`src/design/kmrr_pkg.sv`:
```
// ----------------------------------------------------------------------------
// kmrr_pkg: shared types and constants of the key matrix rollover reporter
// Beat types of both channels, controller/datapath handshake structs and the
// controller state encoding.
// ----------------------------------------------------------------------------
`timescale 1ns / 1ps
`default_nettype none

package kmrr_pkg;

  // keycode slots carried in one report
  localparam int unsigned ReportSlots = 6;

  // keymap after reset: codes 4..9 for the six default keys
  localparam logic [63:0] KeymapReset = 64'h0000_0908_0706_0504;

  // one sampled column
  typedef struct packed {
    logic [1:0] column;
    logic [1:0] row_levels;
  } in_beat_t;

  // one report
  typedef struct packed {
    logic       key_row;
    logic [1:0] key_col;
    logic       pressed;
    logic [2:0] report_count;
    logic [7:0] slot_zero;
    logic [7:0] slot_one;
    logic [7:0] slot_two;
    logic [7:0] slot_three;
    logic [7:0] slot_four;
    logic [7:0] slot_five;
    logic       last;
  } out_beat_t;

  // controller states
  typedef enum logic [1:0] {
    StIdle,
    StRow,
    StFind,
    StSend
  } state_e;

  // controller to datapath
  typedef struct packed {
    logic load;      // capture the input beat, start at row zero
    logic next_row;  // advance to the next row
    logic apply;     // update key level, fetch keycode, push on press
    logic step_ptr;  // advance the queue search pointer
    logic remove;    // drop the entry at the search pointer, close the gap
  } dp_cmd_t;

  // datapath to controller
  typedef struct packed {
    logic col_ok;      // column lies inside the matrix
    logic row_diff;    // current row level differs from stored state
    logic press;       // current row level is down
    logic last_row;    // current row is the bottom row
    logic search_end;  // search pointer has reached the queue length
    logic search_hit;  // entry at the search pointer equals the keycode
    logic last;        // no later row of this column changes
  } dp_sts_t;

endpackage

`default_nettype wire

```
`src/design/kmrr_dp.sv`:
```
// ----------------------------------------------------------------------------
// kmrr_dp: datapath of the key matrix rollover reporter
// Holds the keymap, key levels, held-key queue and the beat under work; does
// the keycode lookup, queue push, one-entry-per-cycle search and removal.
// ----------------------------------------------------------------------------
`timescale 1ns / 1ps
`default_nettype none

module kmrr_dp #(
  parameter int ROWS        = 2,
  parameter int COLS        = 3,
  parameter int QUEUE_DEPTH = 8
) (
  input  wire logic              clk_i,
  input  wire logic              rst_ni,
  input  wire logic              cfg_we_i,
  input  wire logic [63:0]       cfg_wdata_i,
  input  wire kmrr_pkg::in_beat_t in_data_i,
  input  wire kmrr_pkg::dp_cmd_t cmd_i,
  output kmrr_pkg::dp_sts_t      sts_o,
  output kmrr_pkg::out_beat_t    out_data_o
);

  localparam int NK = ROWS * COLS;
  localparam int IW = $clog2(QUEUE_DEPTH);
  localparam int CW = $clog2(QUEUE_DEPTH + 1);

  // stored level of the key at a flat index
  function automatic logic key_bit(input logic [NK-1:0] v, input logic [2:0] idx);
    logic b;
    b = 1'b0;
    for (int k = 0; k < NK; k++) begin
      if (3'(k) == idx) b = v[k];
    end
    return b;
  endfunction

  logic [63:0]   keymap_q;
  logic [NK-1:0] key_levels_q;
  logic [7:0]    queue_q [QUEUE_DEPTH];
  logic [CW-1:0] count_q;
  logic [CW-1:0] ptr_q;
  logic          row_q;
  logic [1:0]    col_q;
  logic [1:0]    levels_q;
  logic [7:0]    code_q;

  logic [2:0]    key_idx;
  logic [7:0]    code;
  logic          cur_level;
  logic          new_level;
  logic          later_diff;
  logic          full;
  logic          search_end;

  // key position and keycode lookup
  assign key_idx   = (row_q ? 3'(COLS) : 3'd0) + {1'b0, col_q};
  assign code      = keymap_q[{key_idx, 3'b000} +: 8];
  assign cur_level = key_bit(key_levels_q, key_idx);
  assign new_level = levels_q[row_q];
  assign full      = (count_q == CW'(QUEUE_DEPTH));
  assign search_end = (ptr_q >= count_q);

  // does any later row of this column still change
  always_comb begin
    later_diff = 1'b0;
    for (int r = 0; r < ROWS; r++) begin
      if (r > int'(row_q) &&
          levels_q[r] != key_bit(key_levels_q, 3'(r * COLS) + {1'b0, col_q})) begin
        later_diff = 1'b1;
      end
    end
  end

  // status to the controller
  always_comb begin
    sts_o.col_ok     = ({1'b0, col_q} < 3'(COLS));
    sts_o.row_diff   = (cur_level != new_level);
    sts_o.press      = new_level;
    sts_o.last_row   = (int'(row_q) == ROWS - 1);
    sts_o.search_end = search_end;
    sts_o.search_hit = !search_end && (queue_q[ptr_q[IW-1:0]] == code_q);
    sts_o.last       = !later_diff;
  end

  // keymap, key levels, queue and walk pointers
  always_ff @(posedge clk_i or negedge rst_ni) begin
    if (!rst_ni) begin
      keymap_q     <= kmrr_pkg::KeymapReset;
      key_levels_q <= '0;
      for (int j = 0; j < QUEUE_DEPTH; j++) queue_q[j] <= 8'd0;
      count_q      <= '0;
      ptr_q        <= '0;
      row_q        <= 1'b0;
    end else begin
      if (cfg_we_i) keymap_q <= cfg_wdata_i;
      if (cmd_i.load) row_q <= 1'b0;
      if (cmd_i.next_row) row_q <= row_q + 1'b1;
      if (cmd_i.step_ptr) ptr_q <= ptr_q + 1'b1;
      if (cmd_i.apply) begin
        ptr_q <= '0;
        for (int k = 0; k < NK; k++) begin
          if (3'(k) == key_idx) key_levels_q[k] <= new_level;
        end
        // press appends, a full queue drops the code
        if (new_level && !full) begin
          queue_q[count_q[IW-1:0]] <= code;
          count_q <= count_q + 1'b1;
        end
      end
      // release: shift later entries down one place, zero fills the top
      if (cmd_i.remove) begin
        for (int j = 0; j < QUEUE_DEPTH; j++) begin
          if (CW'(j) >= ptr_q) begin
            queue_q[j] <= (j == QUEUE_DEPTH - 1) ? 8'd0 : queue_q[(j + 1) % QUEUE_DEPTH];
          end
        end
        count_q <= count_q - 1'b1;
      end
    end
  end

  // beat under work
  always_ff @(posedge clk_i) begin
    if (cmd_i.load) begin
      col_q    <= in_data_i.column;
      levels_q <= in_data_i.row_levels;
    end
    if (cmd_i.apply) code_q <= code;
  end

  // report fields
  always_comb begin
    out_data_o.key_row      = row_q;
    out_data_o.key_col      = col_q;
    out_data_o.pressed      = new_level;
    out_data_o.report_count = (count_q > CW'(kmrr_pkg::ReportSlots)) ?
                              3'(kmrr_pkg::ReportSlots) : count_q[2:0];
    out_data_o.slot_zero    = (CW'(0) < count_q) ? queue_q[0] : 8'd0;
    out_data_o.slot_one     = (CW'(1) < count_q) ? queue_q[1] : 8'd0;
    out_data_o.slot_two     = (CW'(2) < count_q) ? queue_q[2] : 8'd0;
    out_data_o.slot_three   = (CW'(3) < count_q) ? queue_q[3] : 8'd0;
    out_data_o.slot_four    = (CW'(4) < count_q) ? queue_q[4] : 8'd0;
    out_data_o.slot_five    = (CW'(5) < count_q) ? queue_q[5] : 8'd0;
    out_data_o.last         = !later_diff;
  end

  // queue length never exceeds its depth
  a_count_bound: assert property (@(posedge clk_i) disable iff (!rst_ni)
    count_q <= CW'(QUEUE_DEPTH))
    else $error("held queue length above depth");

  // the top entry stays zero while the queue is not full
  a_top_zero: assert property (@(posedge clk_i) disable iff (!rst_ni)
    count_q != CW'(QUEUE_DEPTH) |-> queue_q[QUEUE_DEPTH-1] == 8'd0)
    else $error("stale entry above queue length");

  // a removal shortens the queue by one
  a_remove_count: assert property (@(posedge clk_i) disable iff (!rst_ni)
    cmd_i.remove |=> count_q == $past(count_q) - 1'b1)
    else $error("removal did not shorten queue");

endmodule

`default_nettype wire

```
`src/design/kmrr_ctrl.sv`:
```
// ----------------------------------------------------------------------------
// kmrr_ctrl: controller of the key matrix rollover reporter
// Walks the rows of one column, sequences queue push, search and removal,
// and holds each report until the output side takes it.
// ----------------------------------------------------------------------------
`timescale 1ns / 1ps
`default_nettype none

module kmrr_ctrl (
  input  wire logic              clk_i,
  input  wire logic              rst_ni,
  input  wire logic              in_valid_i,
  output logic                   in_ready_o,
  output logic                   out_valid_o,
  input  wire logic              out_ready_i,
  input  wire kmrr_pkg::dp_sts_t sts_i,
  output kmrr_pkg::dp_cmd_t      cmd_o
);

  kmrr_pkg::state_e state_q, state_d;

  // state register
  always_ff @(posedge clk_i or negedge rst_ni) begin
    if (!rst_ni) begin
      state_q <= kmrr_pkg::StIdle;
    end else begin
      state_q <= state_d;
    end
  end

  // next state
  always_comb begin
    state_d = state_q;
    case (state_q)
      kmrr_pkg::StIdle: begin
        if (in_valid_i) state_d = kmrr_pkg::StRow;
      end
      kmrr_pkg::StRow: begin
        if (!sts_i.col_ok) begin
          state_d = kmrr_pkg::StIdle;
        end else if (!sts_i.row_diff) begin
          if (sts_i.last_row) state_d = kmrr_pkg::StIdle;
        end else if (sts_i.press) begin
          state_d = kmrr_pkg::StSend;
        end else begin
          state_d = kmrr_pkg::StFind;
        end
      end
      kmrr_pkg::StFind: begin
        if (sts_i.search_end || sts_i.search_hit) state_d = kmrr_pkg::StSend;
      end
      kmrr_pkg::StSend: begin
        if (out_ready_i) state_d = sts_i.last ? kmrr_pkg::StIdle : kmrr_pkg::StRow;
      end
      default: state_d = kmrr_pkg::StIdle;
    endcase
  end

  // outputs and datapath commands
  always_comb begin
    in_ready_o  = 1'b0;
    out_valid_o = 1'b0;
    cmd_o       = '0;
    case (state_q)
      kmrr_pkg::StIdle: begin
        in_ready_o = 1'b1;
        cmd_o.load = in_valid_i;
      end
      kmrr_pkg::StRow: begin
        if (sts_i.col_ok) begin
          if (sts_i.row_diff) cmd_o.apply = 1'b1;
          else if (!sts_i.last_row) cmd_o.next_row = 1'b1;
        end
      end
      kmrr_pkg::StFind: begin
        if (sts_i.search_hit) cmd_o.remove = 1'b1;
        else if (!sts_i.search_end) cmd_o.step_ptr = 1'b1;
      end
      kmrr_pkg::StSend: begin
        out_valid_o    = 1'b1;
        cmd_o.next_row = out_ready_i && !sts_i.last;
      end
      default: ;
    endcase
  end

  // one item at a time: never take a column while a report is offered
  a_no_overlap: assert property (@(posedge clk_i) disable iff (!rst_ni)
    !(in_ready_o && out_valid_o))
    else $error("input taken while report pending");

  // a taken report that is not the last leads back to the row walk
  a_more_rows: assert property (@(posedge clk_i) disable iff (!rst_ni)
    out_valid_o && out_ready_i && !sts_i.last |=> state_q == kmrr_pkg::StRow)
    else $error("row walk not resumed");

  // removal only ever issued during the search
  a_remove_in_find: assert property (@(posedge clk_i) disable iff (!rst_ni)
    cmd_o.remove |-> state_q == kmrr_pkg::StFind)
    else $error("removal outside search");

endmodule

`default_nettype wire

```
`src/design/key_matrix_rollover_reporter.sv`:
```
// ----------------------------------------------------------------------------
// key_matrix_rollover_reporter: key matrix scanner with held-key reports
// Takes one sampled column, finds keys that changed, keeps an ordered queue
// of held keycodes and sends one report per changed key.
//
//   channel  direction  handshake                  beat
//   in       input      in_valid_i / in_ready_o    in_beat_t  (column, levels)
//   out      output     out_valid_o / out_ready_i  out_beat_t (one report)
//   cfg      input      cfg_we_i, no wait          64-bit keymap
//
// one column at a time: a column outside the matrix is dropped, rows without
// change are passed over one by one, a pressed key goes straight to its
// report, and a released key first searches the queue entry by entry (up to
// QUEUE_DEPTH entries) with the single-entry search compare
// a report holds until out_ready_i; no new column is taken meanwhile
// reset is immediate, no clearing pass
// ----------------------------------------------------------------------------
`timescale 1ns / 1ps
`default_nettype none

module key_matrix_rollover_reporter #(
  parameter int ROWS        = 2,
  parameter int COLS        = 3,
  parameter int QUEUE_DEPTH = 8
) (
  input  wire logic                clk_i,
  input  wire logic                rst_ni,
  input  wire logic                in_valid_i,
  output logic                     in_ready_o,
  input  wire kmrr_pkg::in_beat_t  in_data_i,
  output logic                     out_valid_o,
  input  wire logic                out_ready_i,
  output kmrr_pkg::out_beat_t      out_data_o,
  input  wire logic                cfg_we_i,
  input  wire logic [63:0]         cfg_wdata_i
);

  kmrr_pkg::dp_cmd_t cmd;
  kmrr_pkg::dp_sts_t sts;

  // sequencing
  kmrr_ctrl u_ctrl (
    .clk_i       (clk_i),
    .rst_ni      (rst_ni),
    .in_valid_i  (in_valid_i),
    .in_ready_o  (in_ready_o),
    .out_valid_o (out_valid_o),
    .out_ready_i (out_ready_i),
    .sts_i       (sts),
    .cmd_o       (cmd)
  );

  // state and queue
  kmrr_dp #(
    .ROWS        (ROWS),
    .COLS        (COLS),
    .QUEUE_DEPTH (QUEUE_DEPTH)
  ) u_dp (
    .clk_i       (clk_i),
    .rst_ni      (rst_ni),
    .cfg_we_i    (cfg_we_i),
    .cfg_wdata_i (cfg_wdata_i),
    .in_data_i   (in_data_i),
    .cmd_i       (cmd),
    .sts_o       (sts),
    .out_data_o  (out_data_o)
  );

endmodule

`default_nettype wire
```
`config.mk`:
```
export PLATFORM = sky130hd
export DESIGN_NAME = key_matrix_rollover_reporter
export DESIGN_NICKNAME = d
export VERILOG_FILES = /design/src/design/kmrr_pkg.sv /design/src/design/kmrr_dp.sv /design/src/design/kmrr_ctrl.sv /design/src/design/key_matrix_rollover_reporter.sv
export SDC_FILE = /design/constraint.sdc
export NUM_CORES = 1
export LEC_CHECK = 0
export BUFFER_PORTS_ARGS = -buffer_cell sky130_fd_sc_hd__buf_2
export CORE_ASPECT_RATIO = 0.7
export CORE_MARGIN = 5
export CORE_UTILIZATION = 50
export DETAILED_ROUTE_END_ITERATION = 10
export MAX_ROUTING_LAYER = met4
export PLACE_DENSITY = 0.72
export SYNTH_ARGS = -nofsm -noshare
export SYNTH_HDL_FRONTEND = slang
export SYNTH_SLANG_ARGS = --single-unit
```
`constraint.sdc`:
```
create_clock -name clk_i -period 6.2 [get_ports clk_i]
set_input_delay 0.62 -clock clk_i [delete_from_list [all_inputs] [get_ports clk_i]]
set_output_delay 0.62 -clock clk_i [all_outputs]
set_load 0.05 [all_outputs]
```
# [After elaboration in Yosys (flattened, before gate mapping)]
# Index checks and enable logic that the tools add are counted.
[totals] reg_bits=157 inputBits=73 output_inout_bits=58 elab_cells=167
[op_classes] add_sub_neg=6 magnitude_cmp=22 eq_ne=21 shift=1 muxes=69 n_bitwise=2 reduce_logical=24
[op_table] op="$mux 64" n=3
[op_table] op="$mux 8" n=17
[op_table] op="$bwmux 64" n=1
[op_table] op="$shiftx 64x7->8" n=1
[op_table] op="$mux 1" n=29
[op_table] op="$bmux 8 s3" n=1
[op_table] op="$demux 8 s3" n=1
[op_table] op="$mux 4" n=5
[op_table] op="$mux 2" n=9
[op_table] op="$ge 3x4->1 const A" n=4
[op_table] op="$reduce_and 2->1" n=7
[op_table] op="$eq 2x3->1 const A" n=4
[op_table] op="$eq 3x3->1 const A" n=4
[op_table] op="$add 4x1->4 const B" n=2
[op_table] op="$eq 8x8->1" n=1
[op_table] op="$ge 1x4->1 const A" n=2
[op_table] op="$ge 2x4->1 const A" n=2
[op_table] op="$ge 4x4->1 const B" n=2
[op_table] op="$lt 1x4->1 const A" n=2
[op_table] op="$lt 2x4->1 const A" n=2
[op_table] op="$lt 3x4->1 const A" n=2
[op_table] op="$not 3->4" n=2
[op_table] op="$pmux 2 s4" n=1
[op_table] op="$reduce_bool 2->1" n=4
[op_table] op="26 further kinds" n=37

# [Logic depth before layout (Yosys ltp)]
# Gate-level depths: netlist of run 1.
[logic_depth] ltp_word=16 mapped_depth=17 mapped_depth_nobuf=11

# [By module]
# Synthesis of run 1 repeated with hierarchy kept, for this count alone.
[unflattened] hier_cells=711 hier_area_um2=8464.4
[modules_own_cells] module="kmrr_dp" n_inst=1 cells_per_inst=687 area_each_um2=8264.2 seq_area_each_um2=3952.5
[modules_own_cells] module="kmrr_ctrl" n_inst=1 cells_per_inst=24 area_each_um2=200.2 seq_area_each_um2=50.0

# [Least setup slack after synthesis of run 1]
# Ideal clock, no wire load.
[synth_path] path_type="reg2reg" from="register u_dp.col_q[0]" to="register u_dp.queue_q[50] (netlist name)" setup_ns=0.125 arrival_time_ns=4.485 required_ns=6.075 slack_ns=1.590 stages_incl_launch_ff=17 path_buffers=6 cell_sequence="edfxtp_1 > ha_1 > fa_1 > clkbuf_1 > clkbuf_1 > mux4_2 > mux2i_1 > ha_1 > or4_1 > clkbuf_1 > nor2_1 > buf_2 > and4_1 > clkbuf_1 > buf_2 > a21oi_1 > mux2_2"
[synth_between] elab_chain_cells=15
[synth_lines] item="start, declared" line="kmrr_dp.sv:44" text="logic [1:0] col_q;"
[synth_lines] item="start signal, assigned" line="kmrr_dp.sv:126" text="col_q <= in_data_i.column;"
[synth_lines] item="$add 3x2->3" line="kmrr_dp.sv:57" text="assign key_idx = (row_q ? 3'(COLS) : 3'd0) + {1'b0, col_q};"
[synth_lines] item="$logic_not 3->1" line="kmrr_dp.sv:33" text="if (3'(k) == idx) b = v[k];"
[synth_lines] item="$mux 1 (6 in a row)" line="kmrr_dp.sv:33"
[synth_lines] item="$ne 1x1->1" line="kmrr_dp.sv:78" text="sts_o.row_diff = (cur_level != new_level);"
[synth_lines] item="$mux 1" line="kmrr_ctrl.sv:71" text="if (sts_i.row_diff) cmd_o.apply = 1'b1;"
[synth_lines] item="$mux 2" line="kmrr_ctrl.sv:70" text="if (sts_i.col_ok) begin"
[synth_lines] item="$mux 1" line="kmrr_ctrl.sv:64" text="case (state_q)"
[synth_lines] item="$mux 64 *" line="kmrr_dp.sv:100" text="if (cmd_i.apply) begin"
[synth_lines] item="$mux 8" line="kmrr_dp.sv:114" text="if (CW'(j) >= ptr_q) begin"
[synth_lines] item="$mux 64 *" line="kmrr_dp.sv:112" text="if (cmd_i.remove) begin"
[synth_lines] item="end signal, assigned by index" line="kmrr_dp.sv:107" text="queue_q[count_q[IW-1:0]] <= code;"
[synth_lines] item="end signal, assigned by index" line="kmrr_dp.sv:115" text="queue_q[j] <= (j == QUEUE_DEPTH - 1) ? 8'd0 : queue_q[(j + 1) % QUEUE_DEPTH];"
[synth_lines] item="end, declared" line="kmrr_dp.sv:40" text="logic [7:0] queue_q [QUEUE_DEPTH];"
# Mark *: on every way between the ends. The rest lies on a longest branch, timed or not.
# A chain may end at the register's enable or synchronous reset.

# [Final worst setup path of run 1]
[layout_path] from="register u_dp.col_q[0]" to="register u_dp.queue_q[20] (netlist name)"
# Same word-level chain as after synthesis.

==> results.md, run 1 <==
- The flow ran to the end, and the final reports show no timing, DRC or antenna violations.
- Counting flops with an async set or reset pin after synthesis yields a share of 92.4%.
- The share of cells above drive strength 1 is 39.3%.
- The startpoint type of the worst setup path is a flip-flop.
- The global placer's final weighted congestion is 0.926.
- The initial antenna violation count is 0.
- The worst-case headroom to the max-slew limit is 21.7%.
- The number of synthesized flops with an enable pin is 12.
- A synthesized cell averages 11.4 um^2.
- The worst hold path belongs to the class in -> async.
- In the synthesized netlist the dominant register cell turns out to be sky130_fd_sc_hd__dfrtp_1.
- In this run the worst path has a maximum fanout of 24.
- The first global-routing pass estimated 33.6 mm of wire.
- The total of hold buffers inserted after clock tree synthesis is 0.
- CTS saw 157 sinks.
- Dividing total power by cell area gives a power density of 530 nW/um^2.
- The horizontal die dimension is 166 um.
- The placement row count is 40.
- For this configuration, the core starts out at a cell density of 50.3%.
- The largest individual stage delay along the critical path comes from the cell sky130_fd_sc_hd__nand4_1.
- The post-route core utilization is 58.8%.
- Entering global routing, the biggest net connects 74 pins.
- The number of nets at the end of the flow is 949.
- The analysis attributes to cell leakage a power of 4.51 nW.
- For this run, design rule violations remaining after detail routing come to 0.
- Input and output buffers added on the ports amount to 130.
- The die span in y is 119 um.
- The first-pass detailed-route iteration total is 5.
- Walking the worst path, the cells encountered are ha_1 -> fa_1 -> buf_4 -> mux4_2 -> mux2i_1 -> ha_1 -> or4_1 -> nor2_1 -> nand4_1 -> nand2_1 -> o21ai_0 -> mux2_2.
- The HPWL after detailed placement is 15.3 mm.
- Once detail routing completed, the nets flagged for antenna violations numbered 0.
- The sequential element share of the synthesized area is 46.9%.
- The net count after synthesis is 833.
- The filler cells instantiated in the layout total 1419.
- The most used cell along the critical path is sky130_fd_sc_hd__ha_1.
- Setup repair after global routing left no endpoint under its margin.
- The routed wire length is 21.2 mm.
- The count of distinct cell types in the synthesized netlist is 56.
- At the worst endpoint, the arrival time is 5.21 ns.
- The number of setup buffers added after CTS is 0.
- The minimum clock period after layout is 4.89 ns.
- The combined global-route utilization of all metal layers is 22.2%.
- STA puts the critical path data required time at 6.51 ns.
- Across the VDD grid, the largest voltage drop is 0.238 mV.
- The CTS tree is yes.
- The first-iteration detailed-routing DRC count is 518.
- The post-synthesis to final-layout area growth is 16.8%.
- The total of cells resized after clock tree synthesis is 0.
- The sequential standard cell area is 4000 um^2.
- The full die area is 19800 um^2.
- The class of the most critical setup path is reg -> reg.
- In the final layout, the multi-input gates occupy 4260 um^2.
- The count of vias placed by the detailed router is 6197.
- Between clock sinks in the finished design, the worst skew comes to 0.0115 ns.
- The total of warnings raised by yosys is 0.
- The post-synthesis sequential element count is 157.
- The maximum level of the CTS H-tree is 4.
- The leftover overflow at the end of global routing is 0.
- The final critical path takes up 78.9% of the cycle.
- STA classifies the critical path endpoint as a flip-flop.
- Setup violations remaining at the end of the flow were counted as 0.
- In the final timing run, aggregate negative setup slack is 0 ns.
- The final-report hold violation count is 0.
- The design draws 0.00528 W.
- The number of antenna diodes in the final layout is 0.
- Synthesis produced 747 cells.
- The final cell count without fillers is 1107.
- For the pin with the worst max-slew slack, the measured transition is 1.14 ns.
- The maximum clock insertion buffer count is 2.
- The total placed cells including tap cells is 1075.
- The number of violations of the max-capacitance limit is 0.
- The CTS buffer count is 17.
- The clock reaches the later pin of the worst-skew pair after 0.43 ns.
- Derived from the worst setup path, the maximum achievable clock frequency is 204 MHz.
- The number of global-route vias before repair is 6113.
- In the routed layout, each cell is associated on average with a via count of 5.60.
- The largest single stage delay on the critical path is 0.64 ns.
- The I/O pin total is 131.
- The root buffer cell chosen for the clock tree is sky130_fd_sc_hd__clkbuf_16.
- The mapped netlist covers 8540 um^2.
- The post-CTS clock slew at the launch and capture registers of the worst setup and hold paths is 0.07 ns.
- The number of slew-limit violations in the final report is 0.
- The placeable core area is 17000 um^2.
- The average detailed-routed wire length per instance is 19.2 um.
[layout make-up]
| class | count | area share (%) |
|---|---|---|
| well taps | 231 | 2.90 |
| clock inverters | 14 | 1.52 |
| inverters | 22 | 0.828 |
| multi-input cells | 523 | 42.7 |
| repair buffers | 142 | 7.49 |
| flip-flops and latches | 157 | 40.1 |
| clock buffers | 18 | 4.41 |
[critical path: cells and delay by family, from the launching register on]
family | cells | cell delay (ns)
compound gates | 1 | 0.10
fa+ha+maj | 3 | 0.99
buf+inv | 1 | 0.30
flops | 1 | 0.47
mux | 3 | 0.80
simple gates | 4 | 2.10
[power by group]
group / switching, W / internal, W
Combinational: 0.00163 / 0.000949
Clock: 0.000483 / 0.000548
Sequential: 0.000320 / 0.00136
Total: 0.00243 / 0.00285
[layout by cell type (no fill, tap or decap), types with 5 or more instances in the layout]
cell / instances
sky130_fd_sc_hd__a21oi_1: 35
sky130_fd_sc_hd__buf_2: 129
sky130_fd_sc_hd__buf_4: 12
sky130_fd_sc_hd__clkbuf_16: 17
sky130_fd_sc_hd__dfrtp_1: 134
sky130_fd_sc_hd__dfstp_2: 11
sky130_fd_sc_hd__edfxtp_1: 12
sky130_fd_sc_hd__ha_1: 12
sky130_fd_sc_hd__inv_1: 21
sky130_fd_sc_hd__inv_8: 5
sky130_fd_sc_hd__mux2_2: 127
sky130_fd_sc_hd__mux2i_1: 40
sky130_fd_sc_hd__mux4_2: 21
sky130_fd_sc_hd__nand2_1: 51
sky130_fd_sc_hd__nand3_1: 6
sky130_fd_sc_hd__nand4_1: 5
sky130_fd_sc_hd__nor2_1: 50
sky130_fd_sc_hd__nor2b_1: 49
sky130_fd_sc_hd__nor3_1: 9
sky130_fd_sc_hd__o21ai_0: 45
sky130_fd_sc_hd__o22ai_1: 10
sky130_fd_sc_hd__xnor2_1: 7
[registers in the layout, summed over array words and instances, names as in the netlist, named ones only]
| name | count |
|---|---|
| u_dp.keymap_q | 64 |
| u_dp.queue_q | 64 |
| u_dp.code_q | 8 |
| u_dp.key_levels_q | 6 |
| u_dp.count_q | 4 |
| u_dp.ptr_q | 4 |
| u_dp.col_q | 2 |
| u_dp.levels_q | 2 |
| u_ctrl.state_q | 1 |
| u_dp.row_q | 1 |
[cells in the mapped netlist (10+ instances only)]
library cell / number / share of area (%)
sky130_fd_sc_hd__nor2b_1: 49 / 3.6
sky130_fd_sc_hd__mux2i_1: 40 / 4.7
sky130_fd_sc_hd__dfrtp_1: 134 / 39
sky130_fd_sc_hd__nor2_1: 50 / 2.2
sky130_fd_sc_hd__o21ai_0: 45 / 2.6
sky130_fd_sc_hd__dfstp_2: 11 / 3.4
sky130_fd_sc_hd__inv_1: 21 / 0.92
sky130_fd_sc_hd__nand2_1: 51 / 2.2
sky130_fd_sc_hd__clkbuf_1: 30 / 1.3
sky130_fd_sc_hd__edfxtp_1: 12 / 4.2
sky130_fd_sc_hd__mux4_2: 21 / 5.5
sky130_fd_sc_hd__a21oi_1: 35 / 2.1
sky130_fd_sc_hd__o22ai_1: 10 / 0.73
sky130_fd_sc_hd__ha_1: 12 / 1.8
sky130_fd_sc_hd__mux2_2: 127 / 17
[per-stage QoR]
stage | setup WS (ns) | cell area [um^2] | hold WS (ns)
2_1_floorplan | 1.59 | 8540 | 0.324
3_3_place_gp | 1.52 | 9380 | 0.485
3_5_place_dp | 1.39 | 9380 | 0.492
4_1_cts | 1.34 | 9970 | 0.213
5_1_grt | 0.953 | 9970 | 0.231
6_report | 1.31 | 9970 | 0.189
[final timing paths]
kind / from / end / slack, ns / cells past startpoint
worst max register to register: u_dp.col_q[0] / u_dp.queue_q[20] / 1.31 / 12
max in group asynchronous: rst_ni / u_dp.row_q / 4.65 / 2
min in group clk_i: in_data_i[3] / u_dp.col_q[1] / 0.37 / 1
worst max-delay path: u_dp.col_q[0] / u_dp.queue_q[20] / 1.31 / 12
worst min register to register: u_dp.keymap_q[3] / u_dp.keymap_q[3] / 0.51 / 1
worst min-delay path: rst_ni / u_dp.keymap_q[29] / 0.19 / 1
[cells by family after synthesis]
family / count (synthesis) / synth area share (%)
simple gates: 206 / 12.9
xor+xnor: 7 / 0.718
buf+inv: 67 / 3.25
flops: 157 / 46.9
mux: 188 / 27.0
compound gates: 109 / 7.24
fa+ha+maj: 13 / 1.99
[layer usage]
metal  wire length [um]  GRT usage (%)  part of all wire [%]
met4                178           4.59                  0.84
met5                  0              -                     0
met1              10300           32.2                    48
met3               1210           5.31                   5.7
met2               9580           32.2                    45
Power figures use the tool's default switching activity.
==> inputs of run 2 (changes only) <==
Settings changed: ABC_AREA set to 1, PLACE_DENSITY 0.72 to 0.73.
Clock period 6.2 ns to 4.4 ns, I/O delays scaled along.
==> run 2 against run 1 <==
Combinational power up 110%. Utilization down 1.2 points. Clock skew up 0.0013 ns. Sequential power up 34%. Sequential share of layout area down 4.7 points. Largest cell class unchanged. Hold slack worse by 0.15 ns.
==> results.md, run 2 <==
- The combined area of all synthesized cells is 9890 um^2 (was 8540 um^2).
- The placement row count was 43 (was 40).
- Top Registers: u_dp.keymap_q: 64 flops, u_dp.queue_q: 64 flops, u_dp.code_q: 8 flops (unchanged).
- The leading area contributor after synthesis is sky130_fd_sc_hd__dfrtp_1 (unchanged).
- The post-synthesis to final-layout area growth came to 14.3% (was 16.8%).
- The CTS buffer count came to 17 (unchanged).
- The post-route core utilization was 57.6% (was 58.8%).
- The post-synthesis sequential element count is 157 (unchanged).
- The final period utilization was 91.0% (was 78.9%).
- Synth top cells by count: 456 x sky130_fd_sc_hd__nand2_1, 199 x sky130_fd_sc_hd__inv_1, 134 x sky130_fd_sc_hd__dfrtp_1 (was 134 x sky130_fd_sc_hd__dfrtp_1, 127 x sky130_fd_sc_hd__mux2_2, 51 x sky130_fd_sc_hd__nand2_1).
- Cell types with the largest area share after synthesis: sky130_fd_sc_hd__dfrtp_1 34%, sky130_fd_sc_hd__nand2_1 17%, sky130_fd_sc_hd__inv_1 7.6% (was sky130_fd_sc_hd__dfrtp_1 39%, sky130_fd_sc_hd__mux2_2 17%, sky130_fd_sc_hd__mux4_2 5.5%).
- The half-perimeter wire length of the detailed placement result is 20.3 mm (was 15.3 mm).
- The maximum clock frequency is 250 MHz (was 204 MHz).
- The largest fanout of any net on the critical path was 9 (was 24).
- Top library cells by usage in the layout, fill and taps aside: 456 x sky130_fd_sc_hd__nand2_1, 198 x sky130_fd_sc_hd__inv_1, 134 x sky130_fd_sc_hd__dfrtp_1 (was 134 x sky130_fd_sc_hd__dfrtp_1, 129 x sky130_fd_sc_hd__buf_2, 127 x sky130_fd_sc_hd__mux2_2).
- The maximum clock insertion buffer count is 2 (unchanged).
- Setup repair after global routing missed its margin: false (unchanged).
- The post-CTS clock slew at the launch and capture registers of the worst setup and hold paths is 0.07 ns (about the same).
- The most frequently used flop master after synthesis is sky130_fd_sc_hd__dfrtp_1 (unchanged).
- The horizontal die dimension was 178 um (was 166 um).
- The sequential element share of the synthesized area is 40.5% (was 46.9%).
- The maximum number of pins on one net before global-route repair is 89 (was 74).
- The first-iteration detailed-routing DRC count is 1205 (was 518).
- The count of distinct cell types in the synthesized netlist is 41 (was 56).
- The number of setup violations in the final report is 0 (unchanged).
- The CTS tree is yes (unchanged).
- The total of warnings raised by yosys was 0 (unchanged).
- The startpoint type of the worst setup path was a flip-flop (unchanged).
- The number of slew-limit violations in the final report is 0 (unchanged).
- The number of routed nets with antenna violations was 0 (unchanged).
- The detailed-routed wire length on met2 is 12.4 mm (was 9.58 mm).
- The final-layout setup total negative slack is 0 ns (unchanged).
- The maximum level of the CTS H-tree was 4 (unchanged).
- The average instance area after synthesis is 7.10 um^2 (was 11.4 um^2).
- The fraction of synthesis flops using an asynchronous set or reset pin was 92.4% (unchanged).
- The count of vias placed by the detailed router is 9631 (was 6197).
- The top-area cell type share of the netlist area is 33.9% (was 39.3%).
- The worst-case clock skew is 0.0128 ns (was 0.0115 ns).
- The number of remaining DRC errors is 0 (unchanged).
- The arrival time at the worst endpoint is 4.38 ns (was 5.21 ns).
- The leftover overflow at the end of global routing is 0 (unchanged).
- The wire length of the first global-routing pass is 47.0 mm (was 33.6 mm).
- The post-layout worst setup margin is 0.398 ns (was 1.31 ns).
- The CTS sink count came to 157 (unchanged).
- The routed wire length is 29.1 mm (was 21.2 mm).
- The most repeated cell in the gate-level netlist after synthesis is sky130_fd_sc_hd__nand2_1 (was sky130_fd_sc_hd__dfrtp_1).
- The number of global-route vias before repair is 8904 (was 6113).
- The net count after synthesis is 1480 (was 833).
- The ratio of routed vias to standard cells is 5.40 (was 5.60).
- The cell at the root of the clock tree is sky130_fd_sc_hd__clkbuf_16 (unchanged).
- The most common cell after layout, fill and taps aside is sky130_fd_sc_hd__nand2_1 (was sky130_fd_sc_hd__dfrtp_1).
- The average detailed-routed wire length per instance was 16.3 um (was 19.2 um).
- The combined global-route utilization of all metal layers was 26.8% (was 22.2%).
- The starting density of the core came to 50.4% (was 50.3%).
- The pin slew with the least headroom to its limit is 1.14 ns (about the same).
- The post-route worst hold slack is 0.0440 ns (was 0.189 ns).
- The setup slack after placement was 0.326 ns (was 1.39 ns).
- The initial antenna violation count is 2 (was 0).
- The share of cells above drive strength 1 is 17.0% (was 39.3%).
- The full die area is 22700 um^2 (was 19800 um^2).
- The met1 wire length is 13.1 mm (was 10.3 mm).
- The worst-case headroom to the max-slew limit is 24.1% (was 21.7%).
- The post-synthesis cell count is 1394 (was 747).
- The minimum clock period after layout came to 4.00 ns (was 4.89 ns).
- The highest layer used for signal routing is met4 (unchanged).
- The maximum ir drop on the vdd rail is 0.491 mV (was 0.238 mV).
- The class of the most critical setup path is reg -> reg (unchanged).
- The class of the worst hold path is in -> async (unchanged).
- Result of the run: finished clean (unchanged).
- The leakage power is 6.23 nW (was 4.51 nW).
- The number of synthesized flops with an enable pin was 12 (unchanged).
- The first-pass detailed-route iteration total came to 5 (unchanged).
- The quantity of I/O buffers inserted on ports is 130 (unchanged).
- The die span in y is 128 um (was 119 um).
- The number of violations of the max-capacitance limit is 0 (unchanged).
- The number of nets at the end of the flow was 1582 (was 949).
- The I/O pin total was 131 (unchanged).
- The final-report hold violation count was 0 (unchanged).
- The clock latency at the later pin of the worst-skew pair is 0.43 ns (about the same).
- The global placer's final weighted congestion was 0.961 (was 0.926).
- The amount of wire on met3 after detailed routing was 3.23 mm (was 1.21 mm).
- The nature of the critical path endpoint is a flip-flop (unchanged).
- The power density relative to cell area was 798 nW/um^2 (was 530 nW/um^2).
- The placeable core area is 19600 um^2 (was 17000 um^2).
- The endpoint required time on the critical path is 4.78 ns (was 6.51 ns).
[run 2: changes by cell type after synthesis, sizes merged, moves of 15 or more]
cell    change
nand3      +47
o21ai      +94
nand4      +56
mux4       -21
mux2i      -40
nor2       +57
inv       +186
mux2       -87
a21boi     +15
nor2b      -49
buf        +17
nand2     +405
[run 2: stage by stage]
step	total power [W]	cells	instance area (um^2)
after floorplan	0.00585	1394	9890
after global placement	0.00733	1746	10700
after detailed placement	0.00742	1746	10700
after CTS	0.00892	1778	11300
after global routing	0.00966	1781	11300
final	0.00902	1782	11300
[run 2: kinds of logic after synthesis]
| kind of cell | Yosys count | synth area share, % |
|---|---|---|
| AO/OA/AOI/OAI | 218 | 12.0 |
| XOR/XNOR | 2 | 0.177 |
| adder cells (fa/ha/maj) | 13 | 1.72 |
| buffers and inverters | 276 | 11.6 |
| flip-flops | 157 | 40.5 |
| multiplexers | 40 | 4.55 |
| AND/OR/NAND/NOR | 688 | 29.4 |
[run 2: final timing paths]
| kind | startpoint | end | slack, ns | cells past startpoint |
|---|---|---|---|---|
| setup / recovery | u_dp.col_q[0] | u_dp.queue_q[32] | 0.40 | 21 |
| hold / removal | rst_ni | u_dp.queue_q[60] | 0.04 | 1 |
| setup reg to reg | u_dp.col_q[0] | u_dp.queue_q[32] | 0.40 | 21 |
| hold reg to reg | u_dp.keymap_q[40] | u_dp.keymap_q[40] | 0.49 | 2 |
| max in group asynchronous | rst_ni | u_dp.queue_q[42] | 3.36 | 2 |
| min in group clk_i | in_data_i[2] | u_dp.col_q[0] | 0.19 | 1 |
[run 2: per-layer routing]
| metal | global-route usage (%) | vias to the layer above |
|---|---|---|
| li1 | - | 4647 |
| met3 | 5.48 | 44 |
| met1 | 39.5 | 4456 |
| met5 | - | - |
| met4 | 6.50 | 0 |
| met2 | 38.2 | 484 |
[run 2: timing repair]
| item | 4_1_cts | 5_1_grt |
|---|---|---|
| buffers inserted | 0 | 1 |
| hold buffers | 0 | 0 |
| resized for setup | 0 | 1 |
| endpoints found under the setup margin | 0 | 20 |
[run 2: critical path: stages, from the launching register on]
cell and delay, ns:
sky130_fd_sc_hd__edfxtp_1 0.46, sky130_fd_sc_hd__ha_1 0.25, sky130_fd_sc_hd__fa_1 0.55, sky130_fd_sc_hd__inv_1 0.06
sky130_fd_sc_hd__nand2_1 0.08, sky130_fd_sc_hd__clkinv_1 0.08, sky130_fd_sc_hd__nand2_1 0.06, sky130_fd_sc_hd__inv_1 0.06
sky130_fd_sc_hd__a32oi_1 0.19, sky130_fd_sc_hd__o2111ai_1 0.15, sky130_fd_sc_hd__a22oi_1 0.17, sky130_fd_sc_hd__ha_1 0.25
sky130_fd_sc_hd__inv_1 0.08, sky130_fd_sc_hd__nand3_2 0.14, sky130_fd_sc_hd__nor2_4 0.14, sky130_fd_sc_hd__buf_12 0.14
sky130_fd_sc_hd__nand3_2 0.21, sky130_fd_sc_hd__inv_1 0.28, sky130_fd_sc_hd__a21boi_0 0.16, sky130_fd_sc_hd__o21ai_0 0.23
sky130_fd_sc_hd__nand4_1 0.11, sky130_fd_sc_hd__nand2_1 0.08
[run 2: area by class of cell]
class | count | area (um^2)
Timing Repair Buffer | 150 | 820
Sequential cell | 157 | 4000
Clock buffer | 24 | 503
Inverter | 209 | 787
Tap cell | 270 | 338
Multi-Input combinational cell | 961 | 4760
Clock inverter | 8 | 81.3
Antenna cell | 3 | 7.51
Fill cell | 1807 | 8340
[run 2: power breakdown]
part	internal, W	switching [W]	total, W
registers	0.00192	0.000327	0.00225
logic	0.00133	0.00397	0.00530
clock network	0.000860	0.000607	0.00147
total	0.00411	0.00491	0.00902
